==> config.mk <==
export PLATFORM = sky130hd
export DESIGN_NAME = presence_tracking_fsm
export DESIGN_NICKNAME = d
export VERILOG_FILES = /design/src/rtl/ptf_pkg.sv /design/src/rtl/ptf_tracker.sv /design/src/rtl/presence_tracking_fsm.sv
export SDC_FILE = /design/constraint.sdc
export NUM_CORES = 1
export LEC_CHECK = 0
export BUFFER_PORTS_ARGS = -buffer_cell sky130_fd_sc_hd__buf_2
export CELL_PAD_IN_SITES_DETAIL_PLACEMENT = 0
export CELL_PAD_IN_SITES_GLOBAL_PLACEMENT = 1
export CORE_MARGIN = 2
export CORE_UTILIZATION = 48
export CTS_BUF_LIST = sky130_fd_sc_hd__clkbuf_2
export DETAILED_ROUTE_END_ITERATION = 12
export GPL_ROUTABILITY_DRIVEN = 1
export GPL_TIMING_DRIVEN = 0
export PLACE_DENSITY_LB_ADDON = 0.1
export RECOVER_POWER = 100
export SYNTH_ARGS = -nofsm -noshare
export SYNTH_HDL_FRONTEND = slang
export SYNTH_HIERARCHICAL = 1
export SYNTH_SLANG_ARGS = --single-unit
==> constraint.sdc <==
create_clock -name clk -period 6 [get_ports clk]
set_input_delay 0.9 -clock clk [delete_from_list [all_inputs] [get_ports clk]]
set_output_delay 0.9 -clock clk [all_outputs]
set_load 0.02 [all_outputs]
==> src/rtl/ptf_pkg.sv <==
// Shared types, codes and constants for the presence tracking block.
`default_nettype none
package ptf_pkg;

  // Config port geometry
  localparam int unsigned CfgIdxW  = 8;
  localparam int unsigned CfgDataW = 16;

  // Register indexes
  localparam logic [CfgIdxW-1:0] REG_RADAR_ENABLE  = 8'd0;
  localparam logic [CfgIdxW-1:0] REG_SCAN_TIME     = 8'd1;
  localparam logic [CfgIdxW-1:0] REG_HOLD_TIME     = 8'd2;
  localparam logic [CfgIdxW-1:0] REG_LOST_TIME     = 8'd3;
  localparam logic [CfgIdxW-1:0] REG_SEND_INTERVAL = 8'd4;

  // Register reset values
  localparam logic [15:0] SCAN_TIME_RST     = 16'd500;
  localparam logic [15:0] HOLD_TIME_RST     = 16'd3000;
  localparam logic [15:0] LOST_TIME_RST     = 16'd2000;
  localparam logic [15:0] SEND_INTERVAL_RST = 16'd50;

  // LED target levels
  localparam logic [7:0] LVL_OFF   = 8'd0;
  localparam logic [7:0] LVL_SCAN  = 8'd30;
  localparam logic [7:0] LVL_MOVE  = 8'd255;
  localparam logic [7:0] LVL_STILL = 8'd100;

  // Motion class codes
  localparam logic [1:0] MOTION_NONE   = 2'd0;
  localparam logic [1:0] MOTION_MOVING = 2'd1;
  localparam logic [1:0] MOTION_STILL  = 2'd2;

  // Camera event codes
  localparam logic [1:0] CAM_NONE  = 2'd0;
  localparam logic [1:0] CAM_BEGIN = 2'd1;
  localparam logic [1:0] CAM_END   = 2'd2;

  typedef enum logic [1:0] {
    ST_IDLE  = 2'd0,
    ST_SCAN  = 2'd1,
    ST_TRACK = 2'd2,
    ST_LOST  = 2'd3
  } ptf_state_t;

  typedef struct packed {
    logic        radar_enable;
    logic [15:0] scan_time;
    logic [15:0] hold_time;
    logic [15:0] lost_time;
    logic [15:0] send_interval;
  } ptf_cfg_t;

  typedef struct packed {
    logic [31:0] now_ms;
    logic        report_valid;
    logic        presence;
    logic        moving;
    logic        still;
  } ptf_in_t;

  typedef struct packed {
    logic [7:0]  led_level;
    logic        report_done;
    logic [1:0]  fsm_state;
    logic        active;
    logic [1:0]  motion_class;
    logic [7:0]  target_level;
    logic [31:0] heartbeat;
    logic        send_due;
    logic [1:0]  camera_event;
  } ptf_out_t;

  // Tracker results for one beat, ahead of the LED ramp
  typedef struct packed {
    logic [7:0]  goal;
    logic        report_done;
    logic [1:0]  fsm_state;
    logic        active;
    logic [1:0]  motion_class;
    logic [31:0] heartbeat;
    logic        send_due;
    logic [1:0]  camera_event;
  } ptf_trk_t;

endpackage
`default_nettype wire

==> src/rtl/ptf_tracker.sv <==
// Presence state machine, timers, heartbeat, send limiter and camera events.
`default_nettype none
module ptf_tracker
  import ptf_pkg::*;
(
  input  wire logic     clk,
  input  wire logic     rst,
  input  wire logic     accept,
  input  wire ptf_cfg_t cfg,
  input  wire ptf_in_t  beat,
  output ptf_trk_t      trk
);

  ptf_state_t  mode, mode_next;
  logic [31:0] scan_start_ms;
  logic [31:0] last_detect_ms;
  logic [31:0] last_send_ms;
  logic [7:0]  level_goal;
  logic [31:0] report_count;
  logic        prev_presence;

  logic        upd;
  logic        load_scan_start;
  logic        load_detect;
  logic [7:0]  goal_sel;
  logic [7:0]  goal_next;
  logic        scan_done;
  logic        hold_over;
  logic        lost_over;
  logic        send_ok;
  logic [31:0] scan_elapsed;
  logic [31:0] detect_elapsed;
  logic [31:0] send_elapsed;

  // A report is processed only while enabled
  assign upd = accept && cfg.radar_enable && beat.report_valid;

  // Wrapping elapsed times against the thresholds
  assign scan_elapsed   = beat.now_ms - scan_start_ms;
  assign detect_elapsed = beat.now_ms - last_detect_ms;
  assign send_elapsed   = beat.now_ms - last_send_ms;
  assign scan_done = scan_elapsed   > {16'd0, cfg.scan_time};
  assign hold_over = detect_elapsed > {16'd0, cfg.hold_time};
  assign lost_over = detect_elapsed > {16'd0, cfg.lost_time};
  assign send_ok   = send_elapsed   > {16'd0, cfg.send_interval};

  // Next state and timestamp loads
  always_comb begin
    mode_next       = mode;
    load_scan_start = 1'b0;
    load_detect     = 1'b0;
    case (mode)
      ST_IDLE: begin
        if (beat.presence) begin
          mode_next       = ST_SCAN;
          load_scan_start = 1'b1;
        end
      end
      ST_SCAN: begin
        if (beat.presence && scan_done) begin
          mode_next   = ST_TRACK;
          load_detect = 1'b1;
        end else if (!beat.presence) begin
          mode_next = ST_IDLE;
        end
      end
      ST_TRACK: begin
        if (beat.presence) begin
          load_detect = 1'b1;
        end else if (hold_over) begin
          mode_next = ST_LOST;
        end
      end
      ST_LOST: begin
        if (beat.presence) begin
          mode_next   = ST_TRACK;
          load_detect = 1'b1;
        end else if (lost_over) begin
          mode_next = ST_IDLE;
        end
      end
      default: mode_next = ST_IDLE;
    endcase
  end

  // Target level from the state before the transition
  always_comb begin
    case (mode)
      ST_IDLE:  goal_sel = LVL_OFF;
      ST_SCAN:  goal_sel = LVL_SCAN;
      ST_TRACK: goal_sel = beat.moving ? LVL_MOVE : (beat.still ? LVL_STILL : LVL_OFF);
      ST_LOST:  goal_sel = LVL_OFF;
      default:  goal_sel = LVL_OFF;
    endcase
  end

  // Goal: forced off while disabled, held on beats without a report
  always_comb begin
    goal_next = level_goal;
    if (accept && !cfg.radar_enable) begin
      goal_next = LVL_OFF;
    end else if (upd) begin
      goal_next = goal_sel;
    end
  end

  // Per-beat results; all but the goal are zero unless enabled with a report
  always_comb begin
    trk              = '0;
    trk.goal         = goal_next;
    if (cfg.radar_enable && beat.report_valid) begin
      trk.report_done  = 1'b1;
      trk.fsm_state    = mode_next;
      trk.active       = (mode_next == ST_TRACK);
      trk.motion_class = beat.moving ? MOTION_MOVING :
                         (beat.still ? MOTION_STILL : MOTION_NONE);
      trk.heartbeat    = report_count;
      trk.send_due     = send_ok;
      if (beat.presence != prev_presence) begin
        trk.camera_event = beat.presence ? CAM_BEGIN : CAM_END;
      end else begin
        trk.camera_event = CAM_NONE;
      end
    end
  end

  // State update
  always_ff @(posedge clk) begin
    if (rst) begin
      mode           <= ST_IDLE;
      scan_start_ms  <= '0;
      last_detect_ms <= '0;
      last_send_ms   <= '0;
      level_goal     <= '0;
      report_count   <= '0;
      prev_presence  <= 1'b0;
    end else begin
      level_goal <= goal_next;
      if (upd) begin
        mode          <= mode_next;
        report_count  <= report_count + 32'd1;
        prev_presence <= beat.presence;
        if (load_scan_start) begin
          scan_start_ms <= beat.now_ms;
        end
        if (load_detect) begin
          last_detect_ms <= beat.now_ms;
        end
        if (send_ok) begin
          last_send_ms <= beat.now_ms;
        end
      end
    end
  end

  // Disabled beats force the goal off
  a_disabled_goal_off: assert property (@(posedge clk) disable iff (rst)
    (!rst && accept && !cfg.radar_enable) |=> (level_goal == LVL_OFF))
    else $error("goal not cleared on disabled beat");

  // State frozen when no report is processed
  a_mode_frozen: assert property (@(posedge clk) disable iff (rst)
    (!rst && !upd) |=> $stable(mode) && $stable(report_count))
    else $error("state moved without a processed report");

  // Heartbeat counts processed reports
  a_count_step: assert property (@(posedge clk) disable iff (rst)
    (!rst && upd) |=> (report_count == $past(report_count) + 32'd1))
    else $error("report count did not advance");

  // A send-due beat restarts the send interval
  a_send_restart: assert property (@(posedge clk) disable iff (rst)
    (!rst && upd && send_ok) |=> (last_send_ms == $past(beat.now_ms)))
    else $error("send timestamp not captured");

endmodule
`default_nettype wire

==> src/rtl/presence_tracking_fsm.sv <==
// Top level: config registers, handshake, LED ramp and result register.
//
//   channel  | handshake                    | payload
//   ---------+------------------------------+--------------------------------
//   input    | in_valid / in_ready          | in_data  (ptf_in_t)
//   output   | out_valid / out_ready        | out_data (ptf_out_t)
//   config   | cfg_we (no wait)             | cfg_index, cfg_data
//
// One beat per cycle while the output is not stalled: the state machine,
// timers and ramp step are computed from the accepted beat and the stored
// state, and the result lands in the output register on the accepting edge.
// in_ready is high whenever the output register is empty or being drained.
// Synchronous reset returns state, config registers and out_valid to defaults.
// A stalled output holds its beat and blocks further input until taken.
`default_nettype none
module presence_tracking_fsm
  import ptf_pkg::*;
(
  input  wire logic                clk,
  input  wire logic                rst,
  input  wire logic                in_valid,
  output logic                     in_ready,
  input  wire ptf_in_t             in_data,
  output logic                     out_valid,
  input  wire logic                out_ready,
  output ptf_out_t                 out_data,
  input  wire logic                cfg_we,
  input  wire logic [CfgIdxW-1:0]  cfg_index,
  input  wire logic [CfgDataW-1:0] cfg_data
);

  ptf_cfg_t   cfg;
  ptf_trk_t   trk;
  logic [7:0] level_now;
  logic [7:0] level_next;
  logic       in_accept;

  assign in_ready  = !out_valid || out_ready;
  assign in_accept = in_valid && in_ready;

  // Configuration registers
  always_ff @(posedge clk) begin
    if (rst) begin
      cfg.radar_enable  <= 1'b1;
      cfg.scan_time     <= SCAN_TIME_RST;
      cfg.hold_time     <= HOLD_TIME_RST;
      cfg.lost_time     <= LOST_TIME_RST;
      cfg.send_interval <= SEND_INTERVAL_RST;
    end else if (cfg_we) begin
      case (cfg_index)
        REG_RADAR_ENABLE:  cfg.radar_enable  <= cfg_data[0];
        REG_SCAN_TIME:     cfg.scan_time     <= cfg_data;
        REG_HOLD_TIME:     cfg.hold_time     <= cfg_data;
        REG_LOST_TIME:     cfg.lost_time     <= cfg_data;
        REG_SEND_INTERVAL: cfg.send_interval <= cfg_data;
        default: ;
      endcase
    end
  end

  ptf_tracker u_tracker (
    .clk    (clk),
    .rst    (rst),
    .accept (in_accept),
    .cfg    (cfg),
    .beat   (in_data),
    .trk    (trk)
  );

  // LED ramp: one step toward the goal per beat
  always_comb begin
    if (level_now < trk.goal) begin
      level_next = level_now + 8'd1;
    end else if (level_now > trk.goal) begin
      level_next = level_now - 8'd1;
    end else begin
      level_next = level_now;
    end
  end

  always_ff @(posedge clk) begin
    if (rst) begin
      level_now <= '0;
    end else if (in_accept) begin
      level_now <= level_next;
    end
  end

  // Result register
  always_ff @(posedge clk) begin
    if (rst) begin
      out_valid <= 1'b0;
    end else if (in_accept) begin
      out_valid <= 1'b1;
    end else if (out_ready) begin
      out_valid <= 1'b0;
    end
  end

  always_ff @(posedge clk) begin
    if (in_accept) begin
      out_data.led_level    <= level_next;
      out_data.report_done  <= trk.report_done;
      out_data.fsm_state    <= trk.fsm_state;
      out_data.active       <= trk.active;
      out_data.motion_class <= trk.motion_class;
      out_data.target_level <= trk.report_done ? trk.goal : 8'd0;
      out_data.heartbeat    <= trk.heartbeat;
      out_data.send_due     <= trk.send_due;
      out_data.camera_event <= trk.camera_event;
    end
  end

  // Ramp moves at most one step per beat
  a_ramp_step: assert property (@(posedge clk) disable iff (rst)
    (!rst && in_accept) |=> ((level_now - $past(level_now)) == 8'd0 ||
                             (level_now - $past(level_now)) == 8'd1 ||
                             (level_now - $past(level_now)) == 8'd255))
    else $error("LED level jumped more than one step");

endmodule
`default_nettype wire

==> Word level (Yosys, flattened, before mapping) <==
Index checks and enable logic that the tools add are counted.
{ "word_totals": {"reg_bits": 270, "in_bits": 65, "out_inout_bits": 59, "word_cells": 96} }
{ "op_classes": {"add_sub_neg": 6, "order_cmp": 6, "eq_ne": 9, "muxes": 26, "n_bitwise": 1, "reduce_logical": 24} }
{ "ops": {"columns": ["op", "count"], "rows": [
  ["> comparator 32 x 16 -> 1 bit", 4],
  ["subtractor 32 bit", 3],
  ["two-way mux 41 bit", 1],
  ["two-way mux 8 bit", 5],
  ["adder 32 x 1 -> 32 bit (second input constant)", 1],
  ["one-hot mux 8 bit (3 select lines)", 1],
  ["two-way mux 2 bit", 11],
  ["AND reduction 2 bit", 9],
  ["== test 8 x 2 -> 1 bit (second input constant)", 2],
  ["adder 8 x 1 -> 8 bit (second input constant)", 1],
  ["== test 8 x 1 -> 1 bit (second input constant)", 1],
  ["== test 8 x 3 -> 1 bit (second input constant)", 1],
  ["> comparator 8 bit", 1],
  ["logical NOT 8 bit", 1],
  ["< comparator 8 bit", 1],
  ["one-hot mux 2 bit (4 select lines)", 1],
  ["subtractor 8 x 1 -> 8 bit (second input constant)", 1],
  ["two-way mux 7 bit", 1],
  ["== test 2 bit (second input constant)", 3],
  ["logical AND 1 bit", 6],
  ["OR reduction 2 bit", 3],
  ["two-way mux 1 bit", 5],
  ["== test 2 x 1 -> 1 bit (second input constant)", 1],
  ["logical NOT 1 bit", 2],
  ["6 further kinds", 6]
]} }

==> Depth between registers and ports, before layout <==
Gate-level depths: netlist (run 1).
{ "depth": {"ltp_word": 10, "mapped_depth": 27, "ltp_nobuf": 26} }

==> Cells and area by module <==
The synthesis (run 1) kept the hierarchy.
{ "modules_own_cells": {"columns": ["module", "n_inst", "cells_per_inst", "area_per_inst_um2", "seq_area_each_um2"], "rows": [
  ["ptf_tracker", 1, 1842, 13551.7, 2782.7],
  ["presence_tracking_fsm", 1, 477, 5016.1, 3193.1]
]} }

==> Worst setup path before layout (run 1) <==
OpenSTA, ideal clock, no wires.
{ "synth_timing": {"path_type": "in2reg", "startpoint": "input out_ready", "endpoint": "register out_data[52] (netlist bit), data pin", "setup_time_ns": 0.264, "arrival_ns": 5.525, "required_ns": 5.736, "path_slack_ns": 0.211, "stages": 16, "n_path_buf": 2, "cell_sequence": "nand2b_1 nand2_1 clkinv_1 and3_1 clkbuf_1 nor2_1 a21o_1 inv_1 ha_1 nor2b_1 o211ai_2 a21oi_2 a2111oi_4 buf_2 a41oi_1 xnor2_1"} }
{ "synth_rtl": {"columns": ["element", "line_no", "text"], "rows": [
  ["start, declared", "presence_tracking_fsm.sv:25", "input wire logic out_ready,"],
  ["end, declared", "presence_tracking_fsm.sv:26", "output ptf_out_t out_data,"]
]} }

==> Final worst setup path (run 1) <==
{ "layout_timing": {"startpoint": "register u_tracker.last_send_ms[0]", "endpoint": "register u_tracker.last_send_ms[23]"} }
{ "layout_via": {"elab_chain_cells": 3} }
{ "layout_rtl": {"columns": ["element", "line_no", "text"], "rows": [
  ["start, declared", "ptf_tracker.sv:17", "logic [31:0] last_send_ms;"],
  ["start signal, assigned", "ptf_tracker.sv:150", "last_send_ms <= beat.now_ms;"],
  ["subtractor 32 bit", "ptf_tracker.sv:41", "assign send_elapsed = beat.now_ms - last_send_ms;"],
  ["> comparator 32 x 16 -> 1 bit", "ptf_tracker.sv:45", "assign send_ok = send_elapsed > {16'd0, cfg.send_interval};"],
  ["AND reduction 2 bit (no line)", null, null]
]} }
Every way passes these cells.
A chain may end at the register's enable or synchronous reset.

==> results.md, run 1 <==
- Clock-pin slew on the worst setup and hold paths: 0.10 ns
- XOR/XNOR Fraction of Synth Area: 0.0443
- Power Density: 240 nW/um2
- Max VDD drop: 0.000158 V
- Final nets: 2767
- TritonCTS clock tree: built
- Cell area after layout: 20600 um2
- FILL cells: 3829
- Total CTS buffers: 78
- Worst Setup End Kind: register
- R2R depth: 27
- Post-synth top area share: 0.230
- Sequential fraction of the synthesis area: 0.322
- Die height: 201 um
- ANT nets after route: 0
- Post-synthesis simple-gate area fraction: 0.223
- Setup total negative slack: 0 ns
- Post-synthesis cell count: 2319
- Clock root buffer: clkbuf_2
- Syn nets: 2560
- Compound-Gate Fraction of Synth Area: 0.201
- Largest net degree at the start of global routing: 54
- Yosys top cell by area: dfxtp_1
- Achievable Freq: 175 MHz
- Slowest CP cell: fa_1
- Clock Tree Buf Depth: 3
- Pre-antenna DRT Iters: 6
- Fin cells: 3108
- Post-synthesis adder-cell area fraction: 0.120
- Htree depth: 3
- First-pass GRT wire length: 85800 um
- Hold Crit Depth: 3
- Synth async-reset ratio: 0
- Area of the multi-input gates: 11400 um2
- Largest family of logic cells by synthesized area: simple AND/OR/NAND/NOR gates
- Final hold slack: 0.203 ns
- Initial DRC Count: 1137
- Wirelength per Cell: 17.6 um
- Initial Utilization: 0.484
- Number of synthesized flops with an enable pin: 57
- Final min period: 5.73 ns
- Crit-path most repeated cell: a21o_1
- Synth top area cells: dfxtp_1, ha_1, edfxtp_1
- Required @ worst endpoint: 6.83 ns
- Critical Path AT: 6.56 ns
- Synth Warn #: 6
- Number of port buffers: 122
- Crit path launch type: register
- Top_reg_cell synth: dfxtp_1
- Leakage: 8.30 nW
- Yosys reg bits: 270
- Kind of critical path: reg2reg
- CP max FO: 10
- Netlist cell types: 90
- Hold Path Class: in2reg
- Status: complete, no violations
- Syn Area/Cell: 8.01 um2
- Number of global-route vias before repair: 16700
- Endpoints failing setup: 0
- Die X-Extent: 201 um
- GP Congestion: 0.909
- Die area: 40300 um2
- Max-slew headroom: 0.250
- Dpl ws: -1.26 ns
- Post-synthesis mux area share: 0.0267
- Final hold viol count: 0
- Max-slew violations: 0
- Delay of the slowest cell on the worst path: 0.39 ns
- Routed vias: 17500
- Max Cap Viol: 0
- Final period utilization: 0.955
- Final WL: 54600 um
- Drc violations: 0
- Synthesis-to-finish area growth: 10.7%
- Number of core rows: 72
- All-layer global routing usage: 0.266
- Via density: 5.62
- Placed wire-length estimate: 42600 um
- Core Region: 38400 um2
- Worst setup margin: 0.272 ns
- Worst-skew pair later-pin latency: 0.99 ns
- Sequential cell area: 5980 um2
- Worst-Margin Slew: 1.11 ns
- Placed cells: 2960
- I/O pins: 124
- Initial antenna violation count: 2
- Clk sinks: 270
- Post-Syn Area: 18600 um2
- Gr ovfl total: 0
- Skew final: 0.0683 ns
- Share of post-route cells with drive strength above 1: 0.0958
- Placed Instance Area: 19900 um2
## logic make-up (layout without fill, tap and decap cells)
group,after synthesis,in the layout
other,0,1
DFF,270,270
xor gates and xnor gates,94,94
adders and majority gates,176,176
and+or+nand+nor,836,836
AOI/OAI and AO/OA,593,593
buffers and inverters,301,571
muxes,49,49
## layer usage
metal / up-vias / track usage / wire (um)
li1: 8667 / - / -
met1: 8214 / 0.339 / 24200
met2: 486 / 0.444 / 25300
met3: 111 / 0.0448 / 3230
met4: 0 / 0.119 / 1820
met5: - / 0 / 0
## per-stage QoR
stage / util / power, W
after global placement: 0.517 / 0.00354
after CTS: 0.537 / 0.00498
after global routing: 0.536 / 0.00524
final: 0.536 / 0.00493
after detailed placement: 0.517 / 0.00357
after floorplan: - / 0.00316
## cells in the mapped netlist, types with 9 or more instances
cell type,n
nand3_1,44
nor4_1,16
o211ai_1,13
edfxtp_1,57
xor2_1,38
nor3_1,28
a21oi_1,248
nor3b_1,12
mux2i_1,45
nor2_1,146
o21a_1,33
o31ai_1,11
nor2b_1,16
and2_1,29
clkbuf_1,80
nand3b_1,54
buf_2,14
xnor2_1,56
o21ai_1,9
ha_1,173
and3_1,51
nand2b_1,19
or3_1,19
o21ai_0,103
inv_1,194
a211oi_1,19
nand2_1,320
a31oi_1,14
a21o_1,44
dfxtp_1,213
nand4_1,47
## placed cells by master, fill, tap and decap left out, drive strengths merged, types with 44 or more instances in the layout
master / instances
buf: 85
a21o: 44
nor2: 146
nand4: 47
clkbuf: 257
xnor2: 56
inv: 195
ha: 173
dfxtp: 213
nand3b: 54
a21oi: 253
edfxtp: 57
nand3: 44
nand2: 320
o21ai: 112
and3: 51
mux2i: 45
## repair_timing
| item | in CTS | in global routing |
|---|---|---|
| hold buffers | 0 | 0 |
| gates resized for setup | 0 | 3 |
| hold endpoints to repair | 0 | 0 |
| setup buffers | 2 | 2 |
| pin swaps | 1 | 1 |
| setup endpoints to repair | 33 | 62 |
## critical path: cells and delay by family (launching register included)
| family | cells | cell delay (ns) |
|---|---|---|
| buffers and inverters | 3 | 0.58 |
| and+or+nand+nor | 8 | 1.13 |
| DFF | 1 | 0.36 |
| xor gates and xnor gates | 1 | 0.20 |
| AOI/OAI and AO/OA | 12 | 2.45 |
| adders and majority gates | 3 | 0.87 |
## where the power goes
| group | switching, W | total (W) | internal (W) | leakage (nW) |
|---|---|---|---|---|
| sequential | 0.0000467 | 0.00201 | 0.00196 | 2.29 |
| clock | 0.000848 | 0.00140 | 0.000547 | 0.539 |
| combinational | 0.000941 | 0.00152 | 0.000580 | 5.47 |
## registers in the layout (all words and copies together), names as in the netlist
signal and count:
u_tracker/mode 2, u_tracker/level_goal 8, u_tracker/prev_presence 1, level_now 8, out_valid 1, u_tracker/last_send_ms 32
u_tracker/last_detect_ms 32, u_tracker/scan_start_ms 32, out_data 57, u_tracker/report_count 32, cfg 65
## final cells by class
cell class                      count  share of cell area
Clock inverter                     34             0.00895
Buffer                            106              0.0217
Clock buffer                      109              0.0265
Multi-Input combinational cell   1748               0.555
Tap cell                          518              0.0315
Timing Repair Buffer              127              0.0295
Inverter                          195              0.0357
Sequential cell                   270               0.291
Antenna cell                        1            0.000122
## path summary, 6_finish.rpt
check | from | to | slack (ns)
min reg2reg | u_tracker/scan_start_ms[15]$_SDFFE_PP0P_ | u_tracker/scan_start_ms[15]$_SDFFE_PP0P_ | 0.46
max reg2reg | u_tracker/last_send_ms[0]$_SDFFE_PP0P_ | u_tracker/last_send_ms[23]$_SDFFE_PP0P_ | 0.27
max | u_tracker/last_send_ms[0]$_SDFFE_PP0P_ | u_tracker/last_send_ms[23]$_SDFFE_PP0P_ | 0.27
min | in_valid | out_valid$_SDFFE_PP0P_ | 0.20
Power figures use the tool's default switching activity.
==> run 2, diff against run 1 <==
--- a/config.mk
+++ b/config.mk
@@ -14,7 +14,7 @@
 export DETAILED_ROUTE_END_ITERATION = 12
 export GPL_ROUTABILITY_DRIVEN = 1
 export GPL_TIMING_DRIVEN = 0
-export PLACE_DENSITY_LB_ADDON = 0.1
+export PLACE_DENSITY_LB_ADDON = 0.3
 export RECOVER_POWER = 100
 export SYNTH_ARGS = -nofsm -noshare
 export SYNTH_HDL_FRONTEND = slang
==> results.md, run 2 (synthesis gave the netlist of run 1 again) <==
- Crit-path cells: ha_1 -> inv_1 -> fa_1 -> a211oi_1 -> o21bai_1 -> o21ai_1 -> and2_0 -> clkbuf_1 -> xnor2_1 -> ha_1 -> nand4_1 -> or3_1 -> o21ai_0 -> o2111ai_1 -> nor4b_2 -> a41oi_1 -> o31ai_4 -> buf_6 -> mux2i_1 -> nor2_1
- Max reg flops: 65
- Number of port buffers: 122
- Kind of critical path: reg2reg
- Max VDD drop: 0.000140 V
- Die area: 40300 um2
- Initial antenna violation count: 2
- Hold Path Class: in2reg
- Initial Utilization: 0.484
- Final hold viol count: 0
- Worst-skew pair later-pin latency: 0.96 ns
- Synthesis-to-finish area growth: 10.4%
- Max Cap Viol: 1
- Worst-Margin Slew: 1.50 ns
- Status: finished with violations
- GP Congestion: 0.920
- TritonCTS clock tree: built
- Via density: 5.63
- Commonest cells after routing, fill and taps aside: nand2_1, a21oi_1, dfxtp_1
- I/O pins: 124
- Clock Tree Buf Depth: 3
- Share of post-route cells with drive strength above 1: 0.0940
- Internal power: 0.00315 W
- Max-slew violations: 8
- ANT nets after route: 0
- Die X-Extent: 201 um
- Most common cell after layout, fill and taps aside: nand2_1
- Delay of the slowest cell on the worst path: 0.55 ns
- Final period utilization: 0.952
- Clock root buffer: clkbuf_2
- Area of the multi-input gates: 11400 um2
- Number of core rows: 72
- Power Density: 239 nW/um2
- FILL cells: 3821
- Critical Path AT: 6.48 ns
- Crit path launch type: register
- Final core area utilization: 0.534
- First-pass GRT wire length: 84900 um
- Total power: 0.00491 W
- Final WL: 53600 um
- Drc violations: 0
- Max-slew headroom: -0.0158
- Pre-antenna DRT Iters: 5
- Slowest CP cell: o31ai_4
- Number of global-route vias before repair: 16700
- Net Sw Power: 0.00176 W
- CP max FO: 10
- Required @ worst endpoint: 6.77 ns
- Clock-pin slew on the worst setup and hold paths: 0.10 ns
- Sequential cell area: 5980 um2
- Achievable Freq: 175 MHz
- Htree depth: 3
- Gr ovfl total: 0
- Failing checks: capacitance limit, slew limit
- Crit-path most repeated cell: ha_1
- CTS Hold Bufs: 0
- Core Region: 38400 um2
- Die height: 201 um
- Final nets: 2762
- Final hold slack: 0.216 ns
- All-layer global routing usage: 0.261
- Leakage: 8.28 nW
- Combinational share of power: 0.306
- Endpoints failing setup: 0
- Biggest regs: cfg (65), out_data (57)
- Largest net degree at the start of global routing: 63
- Skew final: 0.0724 ns
- Biggest register: cfg
- Sw frac: 0.358
- Placed wire-length estimate: 41900 um
- Initial DRC Count: 1087
- Wirelength per Cell: 17.3 um
- Total CTS buffers: 74
- Routed vias: 17400
- Clock Power Share: 0.284
- Clk sinks: 270
- Worst Setup End Kind: register
- Reg power frac: 0.410
- Final min period: 5.71 ns
## run 2: changes by cell type in the layout (fill, tap and decap cells not counted), moves of 2 or more
cell	change
bufinv_16	+2
clkbuf_4	-2
clkinv_1	-10
clkinv_2	-3
clkinv_4	-2
clkinvlp_4	-3
diode_2	+2
o21ai_0	+2
o21ai_1	-2
## run 2: power by group through the flow
| stage | sequential, W | clock (W) | combinational [W] |
|---|---|---|---|
| after detailed placement | 0.00205 | 0 | 0.00151 |
| final | 0.00201 | 0.00139 | 0.00150 |
| after CTS | 0.00201 | 0.00144 | 0.00151 |
| after global routing | 0.00202 | 0.00153 | 0.00166 |
| after floorplan | 0.00210 | 0 | 0.00105 |
| after global placement | 0.00205 | 0 | 0.00148 |
## run 2: what timing repair did
action / CTS / global route
setup endpoints to repair: 11 / 27
hold endpoints to repair: 0 / 0
gates resized for setup: 0 / 1
gates cloned: 0 / 0
buffers inserted: 3 / 0
pin swaps: 1 / 0
## run 2: final cells by class
class,count,area share
Timing Repair Buffer,126,0.0286
Tap cell,518,0.0316
Clock inverter,20,0.00781
Sequential cell,270,0.291
Antenna cell,3,0.000366
Buffer,106,0.0217
Clock buffer,109,0.0266
Multi-Input combinational cell,1748,0.556
Inverter,195,0.0358
## run 2: final timing paths
kind,startpoint,endpoint,slack (ns),depth (start not counted)
max,u_tracker/scan_start_ms[0]$_SDFFE_PP0P_,u_tracker/last_detect_ms[3]$_SDFFE_PP0P_,0.29,20
min,in_valid,out_valid$_SDFFE_PP0P_,0.22,3
max reg2reg,u_tracker/scan_start_ms[0]$_SDFFE_PP0P_,u_tracker/last_detect_ms[3]$_SDFFE_PP0P_,0.29,20
min reg2reg,u_tracker/scan_start_ms[15]$_SDFFE_PP0P_,u_tracker/scan_start_ms[15]$_SDFFE_PP0P_,0.46,2
## run 2: through the flow
stage | std cells | cell area, um2 | worst slack, ns | setup TNS (ns)
3_5_place_dp | 2960 | 19900 | -1.06 | -45.81
6_report | 3095 | 20500 | 0.287 | 0
4_1_cts | 3092 | 20600 | 0.273 | 0
2_1_floorplan | 2319 | 18600 | 0.211 | 0
3_3_place_gp | 2959 | 19800 | -1.39 | -60.18
5_1_grt | 3094 | 20500 | -0.0000218 | -0.0000218
## run 2: per-layer routing
metal,part of all wire,GRT usage,vias up
li1,-,-,8672
met1,0.44,0.332,8120
met2,0.46,0.434,524
met3,0.065,0.0516,101
met4,0.032,0.110,0
met5,0,0,-
## run 2: worst max-delay path, delay by kind of cell (launching register included)
family | cells | cell delay, ns
flops | 1 | 0.37
simple gates | 5 | 1.14
fa+ha+maj | 3 | 0.93
xor+xnor | 1 | 0.16
buf+inv | 3 | 0.54
compound gates | 7 | 2.19
mux | 1 | 0.20
